===== config.mk =====
export PLATFORM = sky130hd
export DESIGN_NAME = cpcr_sqrt
export DESIGN_NICKNAME = d
export VERILOG_FILES = /design/src/hw/rtl/cpcr_pkg.sv /design/src/hw/rtl/cpcr_sqrt.sv
export SDC_FILE = /design/constraint.sdc
export NUM_CORES = 2
export LEC_CHECK = 0
export ABC_AREA = 1
export BUFFER_PORTS_ARGS = -buffer_cell sky130_fd_sc_hd__buf_2
export CORE_AREA = 5 5 553 500
export DETAILED_ROUTE_END_ITERATION = 7
export DIE_AREA = 0 0 558 505
export PLACE_DENSITY = 0.53
export SETUP_SLACK_MARGIN = 0.3
export SYNTH_ARGS = -nofsm -noshare
export SYNTH_HDL_FRONTEND = slang
export SYNTH_SLANG_ARGS = --single-unit

===== constraint.sdc =====
create_clock -name clk_i -period 3.7 [get_ports clk_i]
set_input_delay 0.185 -clock clk_i [delete_from_list [all_inputs] [get_ports clk_i]]
set_output_delay 0.185 -clock clk_i [all_outputs]
set_load 0.03 [all_outputs]

===== src/hw/rtl/cpcr_pkg.sv =====
// ----------------------------------------------------------------------------
// cpcr_pkg: shared types and constants of the circle pair collision resolver
// Fixed-point widths, pipeline depths of the root and divide units, and the
// item and context records that travel down the pipeline.
// ----------------------------------------------------------------------------
`timescale 1ns / 1ps

package cpcr_pkg;

  // Square root unit: radicand below 2^51, one result bit per stage.
  localparam int D2_W       = 51;
  localparam int ROOT_W     = 26;
  localparam int SQ_STAGES  = 26;
  localparam int SQ_RW      = 52;

  // Divide unit: restoring, one quotient bit per stage.
  localparam int DIV_NUM_W  = 64;
  localparam int DIV_DEN_W  = 26;
  localparam int DIV_Q_W    = 38;
  localparam int DIV_STAGES = 38;

  // Normal components in Q1.30.
  localparam int NRM_W      = 31;
  localparam int Q_FRAC     = 30;

  typedef struct packed {
    logic signed [31:0] pax;
    logic signed [31:0] pay;
    logic signed [31:0] qax;
    logic signed [31:0] qay;
    logic [23:0]        ra;
    logic [23:0]        ima;
    logic signed [31:0] pbx;
    logic signed [31:0] pby;
    logic signed [31:0] qbx;
    logic signed [31:0] qby;
    logic [23:0]        rb;
    logic [23:0]        imb;
  } item_t;

  typedef struct packed {
    item_t              it;
    logic               sx;
    logic               sy;
    logic [24:0]        mx;
    logic [24:0]        my;
    logic [24:0]        md;
    logic [24:0]        imt;
    logic               hit;
    logic               imp;
    logic [NRM_W-1:0]   nxm;
    logic [NRM_W-1:0]   nym;
    logic signed [31:0] npax;
    logic signed [31:0] npay;
    logic signed [31:0] npbx;
    logic signed [31:0] npby;
  } ctx_t;

endpackage


===== src/hw/rtl/cpcr_sqrt.sv =====
// ----------------------------------------------------------------------------
// cpcr_sqrt: pipelined integer square root
// floor(sqrt(rad_i)), one result bit resolved per register stage.
// ----------------------------------------------------------------------------
`timescale 1ns / 1ps

module cpcr_sqrt (
  input  logic                          clk_i,
  input  logic                          en_i,
  input  logic [cpcr_pkg::D2_W-1:0]     rad_i,
  output logic [cpcr_pkg::ROOT_W-1:0]   root_o
);

  logic [cpcr_pkg::SQ_RW-1:0] rem_q [cpcr_pkg::SQ_STAGES];
  logic [cpcr_pkg::SQ_RW-1:0] res_q [cpcr_pkg::SQ_STAGES];

  for (genvar k = 0; k < cpcr_pkg::SQ_STAGES; k++) begin : g_stage
    logic [cpcr_pkg::SQ_RW-1:0] rem_in, res_in, rem_d, res_d, bitv, trial;

    if (k == 0) begin : g_first
      assign rem_in = cpcr_pkg::SQ_RW'(rad_i);
      assign res_in = '0;
    end else begin : g_next
      assign rem_in = rem_q[k-1];
      assign res_in = res_q[k-1];
    end

    always_comb begin
      bitv  = cpcr_pkg::SQ_RW'(1) << (2 * (cpcr_pkg::SQ_STAGES - 1 - k));
      trial = res_in + bitv;
      if (rem_in >= trial) begin
        rem_d = rem_in - trial;
        res_d = (res_in >> 1) + bitv;
      end else begin
        rem_d = rem_in;
        res_d = res_in >> 1;
      end
    end

    always_ff @(posedge clk_i) begin
      if (en_i) begin
        rem_q[k] <= rem_d;
        res_q[k] <= res_d;
      end
    end
  end

  assign root_o = res_q[cpcr_pkg::SQ_STAGES-1][cpcr_pkg::ROOT_W-1:0];

endmodule


==> results.py <==
metrics = {
    "power_and_ir_drop": {
        "cellPowerDensity_nw_per_um2": 563.3,
        "vdd_ir_drop_max_mv": 0.4560,
        "p_comb_share_pct": 25.4,
        "pwr-share-clk_pct": 31.4,
        "sw_frac_of_total_pct": 34.50,
        "total_leakage_power_nw": 46.10,
        "cell_internal_pwr_mw": 39.20,
        "p_switching_mw": 20.65,
        "pwr-share-seq_pct": 43.2,
    },
    "yosys": {
        "syn_area_per_cell_um2": 8.502,
        "synth_cells": 11050,
        "ys.flop_type": "edfxtp_1",
        "synth_xor_area_share_pct": 2.993,
        "synth_top_family_by_area": "simple AND/OR/NAND/NOR gates",
        "synth_edf_count": 1651,
        "ys_seq_area_share_pct": 52.78,
        "synth-compound-area-share_pct": 4.958,
        "synth_mux_area_share_pct": 0,
        "ys_async_sr_fraction_pct": 0,
        "synth-simple-area-share_pct": 26.35,
        "ys_warn_count": 0,
        "yosys.cell_types.count": 57,
        "synth_area_um2": 93940,
        "synth_fa_ha_area_share_pct": 4.968,
        "synth-seq-cells": 1651,
    },
    "sta": {
        "fin_crit_sh_pct": 83.05,
        "relSlewSlack_pct": 27.93,
        "post-route-min-period_ns": 3.073,
        "final-setup-viol-count": 0,
        "clock.fmax_mhz": 325.4,
        "tightest_slew_ns": 1.073,
        "tns_ns": 0,
        "maxSlewViolCount": 0,
        "finClkSkew_ns": 0.06743,
        "grt_setup_unrepaired": "false",
        "hold-worst-slack_ns": 0.3692,
        "hold_viol_final": 0,
    },
    "clock_network": {
        "hold_buffers": 103,
        "clk_pin_slew_worst_paths_ns": 0.06,
        "cts_tree": "done",
        "clockBufferDepth": 4,
        "cts_setup_buffers": 0,
        "clockRootBuffer": "clkbuf_16",
        "cts_resized": 0,
        "clkLatencyLatePin_ns": 0.88,
        "clkSinkCount": 1651,
        "cts_max_level": 4,
        "cts_buffers": 190,
    },
    "global_route": {
        "grt_max_degree": 123,
        "antenna_found_initial": 6,
        "grt_overflow": 0,
        "grt_pass1_vias": 73260,
        "track_usage_pct": 21.59,
        "grt_pass1_wl_um": 463300,
    },
    "drt": {
        "drcViolationCount": 0,
        "firstDrtPassIters": 6,
        "drt_wl_total_um": 310900,
        "vias": 74740,
        "ant_nets": 0,
        "viasPerCell": 4.935,
        "drt_iter0_drc": 6284,
        "avgRoutedWirePerCell_um": 20.53,
    },
    "die": {
        "ios": 79,
        "dieArea_um2": 281800,
        "rows": 181,
        "die_h_um": 505,
        "core-area_um2": 269700,
        "start_util_pct": 34.83,
        "die_x_um": 558,
    },
    "cells_and_area": {
        "nFillCells": 27090,
        "multi_input_area_um2": 36900,
        "seqCellArea_um2": 49580,
        "drive_above_1_share_pct": 5.382,
        "final_common_cell": "nand2_1",
        "stdcell_area_um2": 106200,
        "synthToLayoutAreaGrowth_pct": 13.10,
        "final_cell_mix": "nand2_1 (3,510), inv_1 (1,784), edfxtp_1 (1,651)",
        "layout.nets": 11850,
    },
    "status": {
        "status": "finished clean",
    },
    "placement": {
        "gp_congestion": 0.9674,
        "postPlaceCellArea_um2": 99100,
        "port_buffers": 78,
        "dp_hpwl_um": 251300,
    },
    "worst_setup_path": {
        "required_ns": 4.28,
        "crit_fanout": 20,
        "critical_path_arrival_ns": 3.66,
        "cp-end-kind": "flop",
        "start_kind": "flop",
        "criticalPathCategory": "flop to flop",
    },
    "worst_hold_path": {
        "hold_path.class": "primary input to flop",
    },
    "flow_run": {
        "maxCapViolations": 0,
    },
}
-- Yosys cell counts (11+ instances only) --
cell / number / area share [%]
nand2_1: 3510 / 14
inv_1: 1784 / 7.1
edfxtp_1: 1651 / 53
nor2_1: 1214 / 4.9
nand3_1: 599 / 3.2
a21oi_1: 400 / 2.1
ha_1: 373 / 5.0
nand4_1: 223 / 1.5
o21ai_0: 213 / 1.1
xor2_1: 164 / 1.5
xnor2_1: 157 / 1.5
nor3_1: 141 / 0.75
o21ai_1: 107 / 0.57
nor4_1: 80 / 0.53
nand3b_1: 67 / 0.54
a21oi_2: 49 / 0.46
buf_2: 39 / 0.21
buf_6: 28 / 0.34
nor2_2: 28 / 0.19
inv_2: 27 / 0.11
a21o_1: 14 / 0.11
nor3b_1: 14 / 0.11
or2_2: 14 / 0.093
buf_4: 13 / 0.10
o211ai_1: 13 / 0.10
and2_1: 12 / 0.080
nand2_2: 12 / 0.080
nor2_4: 11 / 0.13
o21bai_1: 11 / 0.088
-- worst max-delay path: stages (launching register included) --
cell and delay [ns]:
edfxtp_1 0.41, ha_1 0.37, a21oi_1 0.27, nor2_1 0.07
nor2_1 0.36, nand2_1 0.13, nor3b_1 0.19, nand2_1 0.48
inv_2 0.41, a21oi_1 0.10
-- power groups by stage --
stage	Sequential, mW	Combinational, mW	Clock [mW]
finish	25.9	15.2	18.8
floorplan	24.9	10.2	0
global route	26.0	17.0	20.1
global placement	26.3	14.9	0
CTS	25.9	15.1	19.3
detailed placement	26.3	14.9	0
-- per-stage QoR --
stage          util [%]  setup WS [ns]  std cells  power (mW)
2_1_floorplan         -          1.569      11050       35.10
3_3_place_gp      36.74         0.6652      14700       41.22
3_5_place_dp      36.74         0.6520      14700       41.19
4_1_cts           39.39         0.6414      15140       60.31
5_1_grt           39.39         0.4225      15140       63.11
6_report          39.39         0.6270      15150       59.85
-- cells by family (layout without fill, tap and decap cells) --
| kind of cell | after synthesis | count (layout) |
|---|---|---|
| AOI/OAI and AO/OA | 847 | 847 |
| xor gates and xnor gates | 321 | 321 |
| adders and majority gates | 373 | 373 |
| buffers and inverters | 1901 | 2427 |
| DFF | 1651 | 1651 |
| other | 1 | 5 |
| and+or+nand+nor | 5954 | 5954 |
-- final timing paths --
| kind | startpoint | endpoint | slack, ns | cells past startpoint |
|---|---|---|---|---|
| worst max register to register | rem_q[0][405]$_DFFE_PP_ | rem_q[0][467]$_DFFE_PP_ | 0.63 | 9 |
| worst min register to register | rem_q[0][243]$_DFFE_PP_ | rem_q[0][295]$_DFFE_PP_ | 0.39 | 0 |
| worst max-delay path | rem_q[0][405]$_DFFE_PP_ | rem_q[0][467]$_DFFE_PP_ | 0.63 | 9 |
| worst min-delay path | en_i | rem_q[0][565]$_DFFE_PP_ | 0.37 | 2 |
-- final cells by class --
| cell class | count | share of cell area [%] |
|---|---|---|
| Clock buffer | 223 | 4.632 |
| Antenna cell | 3 | 0.007066 |
| Timing Repair Buffer | 273 | 2.226 |
| Sequential cell | 1651 | 46.67 |
| Inverter | 1815 | 6.422 |
| Tap cell | 3568 | 4.202 |
| Multi-Input combinational cell | 7497 | 34.73 |
| Clock inverter | 116 | 1.112 |
-- sequential cells by signal, indices dropped and copies added, names as in the netlist --
name   flops
rem_q   1300
res_q    351
-- per-layer routing --
metal	vias to the layer above	routed length [µm]	global-route usage, %
met5	-	13	0
met3	476	13690	2.147
met4	2	10860	6.746
met1	35410	134600	28.23
met2	2048	151800	37.58
li1	36810	-	-
No activity file was read; power rests on OpenSTA's default activity.
